===== src/sv/bmhq_pkg.sv =====
// ---------------------------------------------------------------------------
// bmhq_pkg
// Shared types and constants for the binary min-heap queue.
// ---------------------------------------------------------------------------
package bmhq_pkg;

	localparam int DEPTH = 128;
	localparam int AW    = $clog2(DEPTH);
	localparam int CW    = $clog2(DEPTH + 1);
	localparam int KW    = 32;

	typedef logic [AW-1:0] addr_t;
	typedef logic [CW-1:0] cnt_t;

	typedef enum logic [1:0] {
		MODE_INSERT = 2'd0,
		MODE_POP    = 2'd1,
		MODE_PEEK   = 2'd2,
		MODE_DELETE = 2'd3
	} mode_t;

	typedef enum logic [1:0] {
		ST_OK    = 2'd0,
		ST_EMPTY = 2'd1,
		ST_FULL  = 2'd2,
		ST_RANGE = 2'd3
	} status_t;

	// memory access request from the sequencer
	typedef struct packed {
		logic              we;
		addr_t             waddr;
		logic signed [KW-1:0] wdata;
		addr_t             raddr_a;
		addr_t             raddr_b;
	} mem_req_t;

endpackage


===== src/sv/bmhq_ram.sv =====
// ---------------------------------------------------------------------------
// bmhq_ram
// Key store: one write port, two registered read ports.
// ---------------------------------------------------------------------------
module bmhq_ram (
	input  logic                       clk,
	input  bmhq_pkg::mem_req_t         req,
	output logic signed [31:0]         rdata_a,
	output logic signed [31:0]         rdata_b
);
	import bmhq_pkg::*;

	logic signed [KW-1:0] mem [DEPTH];

	// write port
	always_ff @(posedge clk) begin
		if (req.we) begin
			mem[req.waddr] <= req.wdata;
		end
	end

	// read ports, registered
	always_ff @(posedge clk) begin
		rdata_a <= mem[req.raddr_a];
		rdata_b <= mem[req.raddr_b];
	end

endmodule


===== config.mk =====
export PLATFORM = sky130hd
export DESIGN_NAME = bmhq_ram
export DESIGN_NICKNAME = d
export VERILOG_FILES = /design/src/sv/bmhq_pkg.sv /design/src/sv/bmhq_ram.sv
export SDC_FILE = /design/constraint.sdc
export NUM_CORES = 2
export LEC_CHECK = 0
export BUFFER_PORTS_ARGS = -buffer_cell sky130_fd_sc_hd__buf_2
export CAP_MARGIN = 5
export CORE_ASPECT_RATIO = 0.5
export CORE_MARGIN = 8
export CORE_UTILIZATION = 69
export DETAILED_ROUTE_END_ITERATION = 16
export GPL_ROUTABILITY_DRIVEN = 0
export PLACE_DENSITY = 0.86
export SYNTH_ARGS = -nofsm -noshare
export SYNTH_HDL_FRONTEND = slang
export SYNTH_SLANG_ARGS = --single-unit

===== constraint.sdc =====
create_clock -name clk -period 7.6 [get_ports clk]
set_input_delay 0.76 -clock clk [delete_from_list [all_inputs] [get_ports clk]]
set_output_delay 0.76 -clock clk [all_outputs]
set_load 0.01 [all_outputs]

==> results.ini, run 1 <==
[outcome]
status = stopped before the end
lastStage = detailed placement (3_5_place_dp)
error = [ERROR DPL-0033] detailed placement checks failed during check placement.

[yosys]
synth_top_cell_by_area = edfxtp_1
ys_types = 17
synth_seq_cells = 4160
synthCells = 7701
synthFlopType = edfxtp_1
ys_async_sr_fraction = 0
synth_area_per_cell_um2 = 24.5
yosysTopAreaCellShare = 0.652
synthesis.nets = 7756
syn_area_um2 = 189000
synth_edf_count = 4096
yosysMostFrequentCell = edfxtp_1
netlist_top_cells_area = edfxtp_1 65%, mux4_2 32%, clkbuf_1 0.73%
seq_area_frac_synth = 0.658
synth_warnings = 0
yosys-top-cells-count = 4096 x edfxtp_1, 2688 x mux4_2, 365 x clkbuf_1, 132 x buf_1, 122 x nor2_1

[floorplanning]
start_util = 0.695
die_w_um = 756
io_pins = 119
die_h_um = 386
rows = 135

[place]
io_buffers = 118
dp_hpwl_um = 383000

## cells by family after synthesis
| logic type | Yosys count | synth area share |
|---|---|---|
| mux | 2752 | 0.325 |
| simple gates | 170 | 0.00369 |
| flops | 4160 | 0.658 |
| buf+inv | 619 | 0.0134 |
## stage by stage
step / worst slack [ns] / instance area (um2) / hold slack (ns) / instances
after floorplan: 3.60 / 189000 / 0.859 / 7701
after global placement: 2.94 / 195000 / 0.987 / 11100
==> run 2, diff against run 1 <==
CORE_ASPECT_RATIO = not set   (was 0.5)
CORE_UTILIZATION = 40   (was 69)
PLACE_DENSITY = not set   (was 0.86)
PLACE_DENSITY_LB_ADDON = 0.15   (was not set)
==> run 2 against run 1 <==
  * The flow now finishes without violations
  * Area after synthesis is the same
  * Synthesized cell count is the same
==> results.ini, run 2 <==
[outcome]
status = complete, no violations

[yosys]
yosysMostFrequentCell = edfxtp_1
synth_warnings = 0
synthFlopType = edfxtp_1
syn_area_um2 = 189000
netlist_top_cells_area = edfxtp_1 65%, mux4_2 32%, clkbuf_1 0.73%
yosys-top-cells-count = 4096 x edfxtp_1, 2688 x mux4_2, 365 x clkbuf_1, 132 x buf_1, 122 x nor2_1
synthCells = 7701
yosysTopAreaCellShare = 0.652
ys_async_sr_fraction = 0
synth_area_per_cell_um2 = 24.5
ys_types = 17
synthesis.nets = 7756
synth_top_cell_by_area = edfxtp_1
synth_edf_count = 4096
synth_seq_cells = 4160
seq_area_frac_synth = 0.658

[routing]
drcViolationCount = 0
drt_iter0_drc = 14200
vias_per_cell = 6.69
drtAntennaViolNets = 0
wl_met1_um = 249000
vias = 98300
drt_first_pass_iters = 6
dr_wl_met2_um = 320000
highest_layer = met5
finalWirelength_um = 663000
wl_per_cell_um = 45.2
wl_met3_um = 63900

[timing]
worst_pin_slew_ns = 1.36
fin_setup_tns_ns = 0
hold_ws_ns = 0.125
relSlewSlack = 0.0953
final_max_slew_viol_count = 0
worst_slack_ns = 3.88
hold_viol = 0
max_freq_mhz = 269
rsz0062_at_grt = false
period_minus_slack_ns = 3.72
finalCritPeriodShare = 0.489
setup_viol = 0
finClkSkew_ns = 0.0559

[cells_and_area]
largest_reg_flops = 4096
nets = 8028
final_common_cell = edfxtp_1
reg_top3 = mem (4096), rdata_a (32), rdata_b (32)
top_register = mem
layout-area-overhead-vs-synth_pct = 13.4
drive_above_1_share = 0.477
mostFrequentLayoutCells = 4096 x edfxtp_1, 2688 x mux4_2, 462 x clkbuf_16, 286 x buf_4, 119 x nor2_4

[critical_path]
path_class = primary input to register
reg2reg_slack_ns = 4.96
start_kind = primary input
rr_worst_depth = 4
required_ns = 8.50
timing.rr.end = rdata_b[8]
end_kind = register
critPathMaxFanout = 79
cp.arrival_ns = 4.61
r2r_start = mem[126][8]

[floorplanning]
core-area_um2 = 470000
die_h_um = 703
die_w_um = 703
die_area_um2 = 494000
rows = 252
start_util = 0.401
io_pins = 119

[clock_tree]
cts-root-buf = clkbuf_16
cts.path.max_buffers = 4
cts_sinks = 4160
cts-buffers-inserted = 455
post-cts-setup-buffers = 0
post_cts_resized = 0
cts_tree = built
clk_pin_slew_ns = 0.06
insertion_delay_ns = 1.03
cts_max_level = 5
cts-hold-fix-buffers = 0

[min_path]
hp-start = req[43]
hold_path.class = primary input to register
worstHoldPathCells = 1
worstHoldEndpoint = mem[95][29]

[place]
dp_hpwl_um = 367000
io_buffers = 118
post-place-ws_ns = 2.94

[pwr]
vdd_drop_max_uv = 206
p_per_area_nw_per_um2 = 243
p_leak_nw = 64.7

[run]
maxCapViolations = 0

[global_route]
grt_pass1_vias = 102000
antenna_found_initial = 77
gr-usage-all-layers = 0.266
grt_overflow_total = 0
grt_max_degree = 138
grt_pass1_wl_um = 894000

[run 2: cell counts after synthesis]
Identical to the previous run, type by type.
[run 2: through the flow]
step,instance area (um2),util,total power [mW],instances
finish,214000,0.455,52.0,14700
CTS,214000,0.455,52.4,14600
floorplan,189000,-,28.3,7701
detailed placement,199000,0.423,30.2,13700
global placement,199000,0.423,30.2,13700
global route,214000,0.455,53.3,14600
[run 2: cells by family (layout without fill, tap and decap cells)]
| group | count (synthesis) | in the layout | share of synthesized area |
|---|---|---|---|
| flip-flops | 4160 | 4160 | 0.658 |
| AND/OR/NAND/NOR | 170 | 170 | 0.00369 |
| other | 0 | 99 | 0 |
| buffers and inverters | 619 | 1284 | 0.0134 |
| multiplexers | 2752 | 2752 | 0.325 |
[run 2: worst max-delay path: stages]
cell and delay, ns:
buf_8 0.70, buf_12 0.37, buf_4 0.49, mux4_2 0.40
mux4_2 0.54, mux4_2 0.71, mux2_2 0.35
[run 2: worst max-delay path by stage]
stage | endpoint | start | slack (ns) | cells past startpoint
floorplan | mem[98][0] | req[53] | 3.60 | 3
global placement | rdata_b[0] | req[0] | 2.94 | 7
detailed placement | rdata_b[0] | req[0] | 2.94 | 7
CTS | rdata_b[0] | req[0] | 4.02 | 7
global route | rdata_b[0] | req[0] | 3.95 | 7
finish | rdata_a[8] | req[9] | 3.88 | 7
[run 2: cell type report]
type                            instances  area (um2)
Clock inverter                        260        2510
Antenna cell                           99         248
Tap cell                             6223        7790
Sequential cell                      4160      124000
Multi-Input combinational cell       2922       62900
Timing Repair Buffer                  434        3950
Fill cell                           38600      256000
Clock buffer                          590       12400
[run 2: layer usage]
metal  vias to the layer above  track usage
li1                      36100            -
met1                     55500        0.351
met2                      5574        0.429
met3                      1163       0.0640
met4                        40        0.104
met5                         -            0
[run 2: report_power, final]
part | internal [mW] | switching, mW
Sequential | 25.4 | 0.252
Clock | 12.9 | 9.40
Combinational | 1.78 | 2.29
Total | 40.1 | 11.9
Note: power is estimated with default switching activity, not from simulation.
