[src/sv/bmhq_pkg.sv]
// ---------------------------------------------------------------------------
// bmhq_pkg
// Shared types and constants for the binary min-heap queue.
// ---------------------------------------------------------------------------
package bmhq_pkg;

	localparam int DEPTH = 128;
	localparam int AW    = $clog2(DEPTH);
	localparam int CW    = $clog2(DEPTH + 1);
	localparam int KW    = 32;

	typedef logic [AW-1:0] addr_t;
	typedef logic [CW-1:0] cnt_t;

	typedef enum logic [1:0] {
		MODE_INSERT = 2'd0,
		MODE_POP    = 2'd1,
		MODE_PEEK   = 2'd2,
		MODE_DELETE = 2'd3
	} mode_t;

	typedef enum logic [1:0] {
		ST_OK    = 2'd0,
		ST_EMPTY = 2'd1,
		ST_FULL  = 2'd2,
		ST_RANGE = 2'd3
	} status_t;

	// memory access request from the sequencer
	typedef struct packed {
		logic              we;
		addr_t             waddr;
		logic signed [KW-1:0] wdata;
		addr_t             raddr_a;
		addr_t             raddr_b;
	} mem_req_t;

endpackage

[src/sv/bmhq_ctrl.sv]
// ---------------------------------------------------------------------------
// bmhq_ctrl
// Request sequencer: holds the moving key in a register and walks the tree
// one level at a time (read issue, then compare and write).
// ---------------------------------------------------------------------------
module bmhq_ctrl (
	input  logic                 clk,
	input  logic                 arst_n,
	input  logic                 req_valid,
	output logic                 req_ready,
	input  logic [1:0]           mode,
	input  logic signed [31:0]   key_in,
	input  logic [6:0]           position,
	output logic                 rsp_valid,
	input  logic                 rsp_ready,
	output logic signed [31:0]   key_out,
	output logic [1:0]           status,
	output logic [7:0]           count,
	output bmhq_pkg::mem_req_t   mreq,
	input  logic signed [31:0]   rdata_a,
	input  logic signed [31:0]   rdata_b
);
	import bmhq_pkg::*;

	typedef enum logic [2:0] {
		S_IDLE, S_RD0, S_RD1, S_UPRD, S_UPCMP, S_DNRD, S_DNCMP, S_RSP
	} state_t;

	state_t               state_q;
	cnt_t                 cnt_q;
	addr_t                idx_q;
	logic signed [KW-1:0] mov_q;
	logic signed [KW-1:0] kout_q;
	logic [1:0]           status_q;
	mode_t                mode_q;
	addr_t                pos_q;

	// derived indexes
	logic [AW:0] lc, rc;
	addr_t       par;
	logic        pos_ok;
	assign lc     = {idx_q, 1'b1};
	assign rc     = {idx_q, 1'b0} + (AW+1)'(2);
	assign par    = (idx_q - addr_t'(1)) >> 1;
	assign pos_ok = ({{(CW > 7 ? CW-7 : 0){1'b0}}, position} < (CW > 7 ? CW : 7)'(cnt_q));

	logic l_in, r_in, r_less;
	assign l_in   = lc < (AW+1)'(cnt_q);
	assign r_in   = rc < (AW+1)'(cnt_q);
	assign r_less = r_in && (rdata_b < rdata_a);
	logic signed [KW-1:0] sk;
	assign sk = r_less ? rdata_b : rdata_a;

	assign req_ready = (state_q == S_IDLE);
	assign rsp_valid = (state_q == S_RSP);
	assign key_out   = kout_q;
	assign status    = status_q;
	assign count     = 8'(cnt_q);

	// memory request
	always_comb begin
		mreq         = '0;
		mreq.wdata   = mov_q;
		mreq.waddr   = idx_q;
		mreq.raddr_a = idx_q;
		mreq.raddr_b = idx_q;
		case (state_q)
			S_IDLE: begin
				mreq.raddr_a = '0;
				mreq.raddr_b = AW'(position);
			end
			S_RD0: begin
				// fetch last entry
				mreq.raddr_a = AW'(cnt_q);
			end
			S_UPRD:  mreq.raddr_a = par;
			S_UPCMP: begin
				mreq.we = 1'b1;
				if (idx_q != '0 && rdata_a > mov_q) mreq.wdata = rdata_a;
			end
			S_DNRD: begin
				mreq.raddr_a = AW'(lc);
				mreq.raddr_b = AW'(rc);
			end
			S_DNCMP: begin
				mreq.we = 1'b1;
				if (l_in && mov_q > sk) mreq.wdata = sk;
			end
			default: ;
		endcase
	end

	// sequencer
	always_ff @(posedge clk or negedge arst_n) begin
		if (!arst_n) begin
			state_q  <= S_IDLE;
			cnt_q    <= '0;
			status_q <= ST_OK;
			kout_q   <= '0;
			idx_q    <= '0;
			mov_q    <= '0;
			mode_q   <= MODE_INSERT;
			pos_q    <= '0;
		end else begin
			case (state_q)
				S_IDLE: if (req_valid) begin
					mode_q   <= mode_t'(mode);
					pos_q    <= AW'(position);
					kout_q   <= '0;
					status_q <= ST_OK;
					state_q  <= S_RSP;
					case (mode_t'(mode))
						MODE_INSERT: begin
							if (cnt_q == CW'(DEPTH)) status_q <= ST_FULL;
							else begin
								idx_q   <= AW'(cnt_q);
								mov_q   <= key_in;
								cnt_q   <= cnt_q + 1'b1;
								state_q <= S_UPRD;
							end
						end
						MODE_POP, MODE_PEEK: begin
							if (cnt_q == '0) status_q <= ST_EMPTY;
							else begin
								cnt_q   <= (mode_t'(mode) == MODE_POP) ? cnt_q - 1'b1 : cnt_q;
								state_q <= S_RD0;
							end
						end
						default: begin
							if (!pos_ok) status_q <= ST_RANGE;
							else begin
								cnt_q   <= cnt_q - 1'b1;
								state_q <= S_RD0;
							end
						end
					endcase
				end
				S_RD0: begin
					// root / target data now valid
					if (mode_q == MODE_DELETE) kout_q <= rdata_b;
					else kout_q <= rdata_a;
					if (mode_q == MODE_PEEK) state_q <= S_RSP;
					else if (mode_q == MODE_DELETE && CW'(pos_q) == cnt_q) state_q <= S_RSP;
					else begin
						idx_q   <= (mode_q == MODE_DELETE) ? pos_q : '0;
						state_q <= S_RD1;
					end
				end
				S_RD1: begin
					// last entry arrives; check parent for delete
					mov_q   <= rdata_a;
					state_q <= S_UPRD;
					if (mode_q == MODE_POP) state_q <= S_DNRD;
				end
				S_UPRD: state_q <= S_UPCMP;
				S_UPCMP: begin
					if (idx_q != '0 && rdata_a > mov_q) begin
						idx_q   <= par;
						state_q <= S_UPRD;
					end else if (mode_q == MODE_DELETE && idx_q == pos_q) begin
						state_q <= S_DNRD;
					end else state_q <= S_RSP;
				end
				S_DNRD: state_q <= S_DNCMP;
				S_DNCMP: begin
					if (l_in && mov_q > sk) begin
						idx_q   <= AW'(r_less ? rc : lc);
						state_q <= S_DNRD;
					end else state_q <= S_RSP;
				end
				S_RSP: if (rsp_ready) state_q <= S_IDLE;
				default: state_q <= S_IDLE;
			endcase
		end
	end

	a_cnt_max: assert property (@(posedge clk) disable iff (!arst_n)
		cnt_q <= CW'(DEPTH)) else $error("count overflow");
	a_full: assert property (@(posedge clk) disable iff (!arst_n)
		(state_q == S_RSP && status_q == ST_FULL) |-> cnt_q == CW'(DEPTH))
		else $error("full flagged below depth");
	a_empty: assert property (@(posedge clk) disable iff (!arst_n)
		(state_q == S_RSP && status_q == ST_EMPTY) |-> cnt_q == '0)
		else $error("empty flagged with entries");
	a_nowr: assert property (@(posedge clk) disable iff (!arst_n)
		(state_q == S_IDLE || state_q == S_RSP) |-> !mreq.we)
		else $error("write while idle");

endmodule

[config.mk]
export PLATFORM = sky130hd
export DESIGN_NAME = bmhq_ctrl
export DESIGN_NICKNAME = d
export VERILOG_FILES = /design/src/sv/bmhq_pkg.sv /design/src/sv/bmhq_ctrl.sv
export SDC_FILE = /design/constraint.sdc
export NUM_CORES = 1
export LEC_CHECK = 0
export ABC_AREA = 1
export ABC_CLOCK_PERIOD_IN_PS = 7230
export BUFFER_PORTS_ARGS = -buffer_cell sky130_fd_sc_hd__clkbuf_2
export CAP_MARGIN = 20
export CORE_UTILIZATION = 43
export CTS_BUF_LIST = sky130_fd_sc_hd__clkbuf_4 sky130_fd_sc_hd__clkbuf_8
export DETAILED_ROUTE_END_ITERATION = 12
export PLACE_DENSITY = 0.65
export SETUP_SLACK_MARGIN = 0.05
export SLEW_MARGIN = 5
export SYNTH_ARGS = -nofsm -noshare
export SYNTH_HDL_FRONTEND = slang
export SYNTH_SLANG_ARGS = --single-unit
[constraint.sdc]
create_clock -name clk -period 7.23 [get_ports clk]
set_input_delay 1.446 -clock clk [delete_from_list [all_inputs] [get_ports clk]]
set_output_delay 1.446 -clock clk [all_outputs]
set_load 0.02 [all_outputs]
==> out/metrics.csv <==
metric;value;unit
rows;54;
hold-path-endpoint;status[0];
netlist_area;9670;sq um
final_cell_count_no_fill;1849;
drv_slew;0;
grt_max_degree;66;
syn_inst;1368;
clk_path_buf_depth;2;
place_hpwl;24.8;mm
synthArstFlopShare;100;%
slew_headroom;43.0;%
fin_crit;6.97;ns
min_from;status[0];
cts.sinks;93;
end_kind;output port;
reg2reg_slack;2.42;ns
n_fill_cell;2153;
tightestPinTransition;0.853;ns
grt_use_total;29.0;%
power_density;495;nW/um^2
max_freq;143;MHz
hold_slack;0.501;ns
path_max_fanout;13;
status;finished with violations;
hold_violations;0;
antenna_found_initial;1;
ios;207;
critPathRequiredTime;5.78;ns
synthDistinctLibCells;51;
clk_latency;0.40;ns
fin_skew;0.0176;ns
hold_depth;2;
path_clk_slew;0.11;ns
crit_type;primary input to output port;
crit_path_start_kind;primary input;
synth_edf_count;0;
cts_tree;built;
finalNetCount;1800;
routed_via_density;5.69;
gp_congestion;0.944;
io_buffers;206;
avgSynthCellArea;7.07;sq um
fp.coreArea;22000;sq um
wl_per_cell;18.9;microns
violations;DRC;
htreeDepth;3;
dieArea;23100;sq um
synth-seq-area-share;24.1;%
critical_path_arrival;5.53;ns
r2r_cells;25;
synth.yosys.warnings;0;
synth_nets;1605;
dp.cells;1814;
antenna_left;0;
cap_violations;0;
ys_seq_elements;93;
switchingPower;3.29;mW
ir_drop;0.235;mV
synthFlopType;dfrtp_1;
dr.pass1.iters;10;
clkPwrFrac;6.3;%
period_share;96.5;%
seqCellArea;2330;sq um
rr_endpoint;idx_q[6];
initial_utilization;44.0;%
cp_common_cell;nand2_1;
postCtsHoldBufs;0;
cts_root_buf;clkbuf_8;
drt_wl_total;34.9;mm
combinationalPowerShare;74.8;%
hold_class;flop to flop;
vias;10500;
grt_pass1_vias;9557;
multiInputGateArea;6540;sq um
p_int;2.42;mW
drive_above_1_share;23.0;%
numCtsBuffers;9;
drt_iter0_markers;845;
crit_slowest_cell;ha_1;
chipHeight;152;microns
cellLeakagePower;5.90;nW
pwr-share-seq;18.9;%
grt_pass1_wl;52.6;mm
drc;29;
sw_frac_of_total;57.6;%
setup_viol;0;
gr-total-overflow;0;
area_growth_syn_to_layout;19.4;%
timing.rr.start;idx_q[4];
slowest_delay;0.29;ns
die_x;152;microns
-- cell families (layout without fill, tap and decap cells) --
logic type      Yosys count  after routing  share of synthesized area (%)
flops                    93             93                           24.1
buf+inv                 209            408                           9.32
compound gates          336            336                           21.8
fa+ha+maj               128            128                           16.6
xor+xnor                 17             17                           1.54
simple gates            585            586                           26.6
other cells               0              1                              0
-- stage by stage --
stage / utilization, % / setup TNS, ns / instance area, sq um / setup slack, ns / power [mW]
finish: 52.6 / 0 / 11500 / 0.256 / 5.72
global route: 52.6 / -0.0343 / 11500 / -0.0162 / 6.20
CTS: 50.5 / 0 / 11100 / 0.125 / 5.32
detailed placement: 49.7 / 0 / 10900 / 0.130 / 4.95
global placement: 49.7 / 0 / 10900 / 0.217 / 4.91
floorplan: - / 0 / 9670 / 1.11 / 3.78
-- repair_timing --
action	4_1_cts	5_1_grt
buffers inserted	0	6
resized for setup	0	42
setup endpoints to repair	0	32
-- final cells by class --
cell class	instances	share of cell area, %
inverter	150	4.88
clock inverter	5	0.325
multi-input combinational	1067	56.7
sequential	93	20.2
antenna	1	0.0217
tap	280	3.03
clock buffer	11	1.20
timing repair buffer	242	13.7
-- Yosys cell counts, types with 2 or more instances --
| cell type | n | area share, % |
|---|---|---|
| a211oi_1 | 4 | 0.31 |
| a21o_1 | 2 | 0.16 |
| a21oi_1 | 64 | 3.3 |
| a22oi_1 | 3 | 0.23 |
| buf_2 | 12 | 0.62 |
| buf_4 | 4 | 0.31 |
| buf_6 | 6 | 0.70 |
| buf_8 | 2 | 0.31 |
| clkbuf_1 | 31 | 1.2 |
| clkbuf_2 | 2 | 0.10 |
| dfrtp_1 | 93 | 24 |
| ha_1 | 127 | 16 |
| inv_1 | 140 | 5.4 |
| inv_2 | 9 | 0.35 |
| nand2_1 | 319 | 12 |
| nand2_2 | 24 | 1.6 |
| nand3_1 | 88 | 4.6 |
| nand3_2 | 4 | 0.41 |
| nand3b_1 | 3 | 0.23 |
| nand4_1 | 17 | 1.1 |
| nor2_1 | 98 | 3.8 |
| nor2_2 | 8 | 0.52 |
| nor3_1 | 10 | 0.52 |
| nor4_1 | 2 | 0.13 |
| nor4_2 | 4 | 0.52 |
| o2111ai_1 | 6 | 0.54 |
| o211ai_1 | 38 | 3.0 |
| o211ai_2 | 29 | 3.8 |
| o21a_1 | 5 | 0.39 |
| o21ai_0 | 168 | 8.7 |
| o21ai_1 | 2 | 0.10 |
| o221ai_1 | 6 | 0.54 |
| o31ai_1 | 2 | 0.16 |
| or2_2 | 4 | 0.26 |
| xnor2_1 | 3 | 0.27 |
| xor2_1 | 14 | 1.3 |
-- state kept, by name (all words and copies together), names as in the netlist --
register / flops
key_out: 32
count: 8
pos_q: 7
state_q: 3
mode_q: 2
status: 2
idx_q: 7
mov_q: 32
-- worst max-delay path by stage --
stage                     slack [ns]        start  cells after the start  endpoint
after detailed placement        0.13   rdata_a[5]                     32  mreq[28]
final                           0.26   rdata_a[5]                     30  mreq[15]
after CTS                       0.13   rdata_a[5]                     32  mreq[28]
after floorplan                 1.11  rdata_a[31]                     27  mreq[20]
after global routing           -0.02   rdata_a[5]                     32  mreq[44]
after global placement          0.22  rdata_a[25]                     29  mreq[28]
-- critical path, delay by kind of cell --
family	cells	cell delay (ns)
adder cells (fa/ha/maj)	2	0.47
buffers and inverters	7	1.03
AO/OA/AOI/OAI	3	0.46
AND/OR/NAND/NOR	18	2.10
-- power groups by stage --
stage / Clock [mW] / Sequential [mW] / Combinational [mW]
final: 0.359 / 1.08 / 4.28
after global routing: 0.385 / 1.11 / 4.71
after CTS: 0.365 / 1.07 / 3.89
after detailed placement: 0 / 1.08 / 3.87
after global placement: 0 / 1.08 / 3.83
after floorplan: 0 / 1.09 / 2.68
-- metal layers --
metal,GRT usage (%),share of wire [%],vias to the layer above
met5,0,0,-
met4,9.09,2.2,0
met3,3.85,7.8,59
met2,47.8,46,502
met1,39.2,44,4904
li1,-,-,5054
-- placed cells by master (no fill, tap or decap), types with 4 or more instances in the layout --
cell and instances:
nor3_1 10, xor2_1 14, nor2_1 94, nand2_2 26, o211ai_1 38, inv_1 138
buf_6 6, buf_4 18, o2111ai_1 6, dfrtp_1 90, clkbuf_16 8, clkbuf_2 201
nand3_4 4, o21ai_1 7, nand3_1 88, buf_12 4, o211ai_2 29, o21a_1 5
nor2_2 10, a21oi_1 64, a211oi_1 4, o21ai_0 163, clkbuf_8 9, o221ai_1 6
nand2_1 315, nand4_1 17, ha_1 126, or2_2 4, inv_2 11
Power figures use the tool's default switching activity.
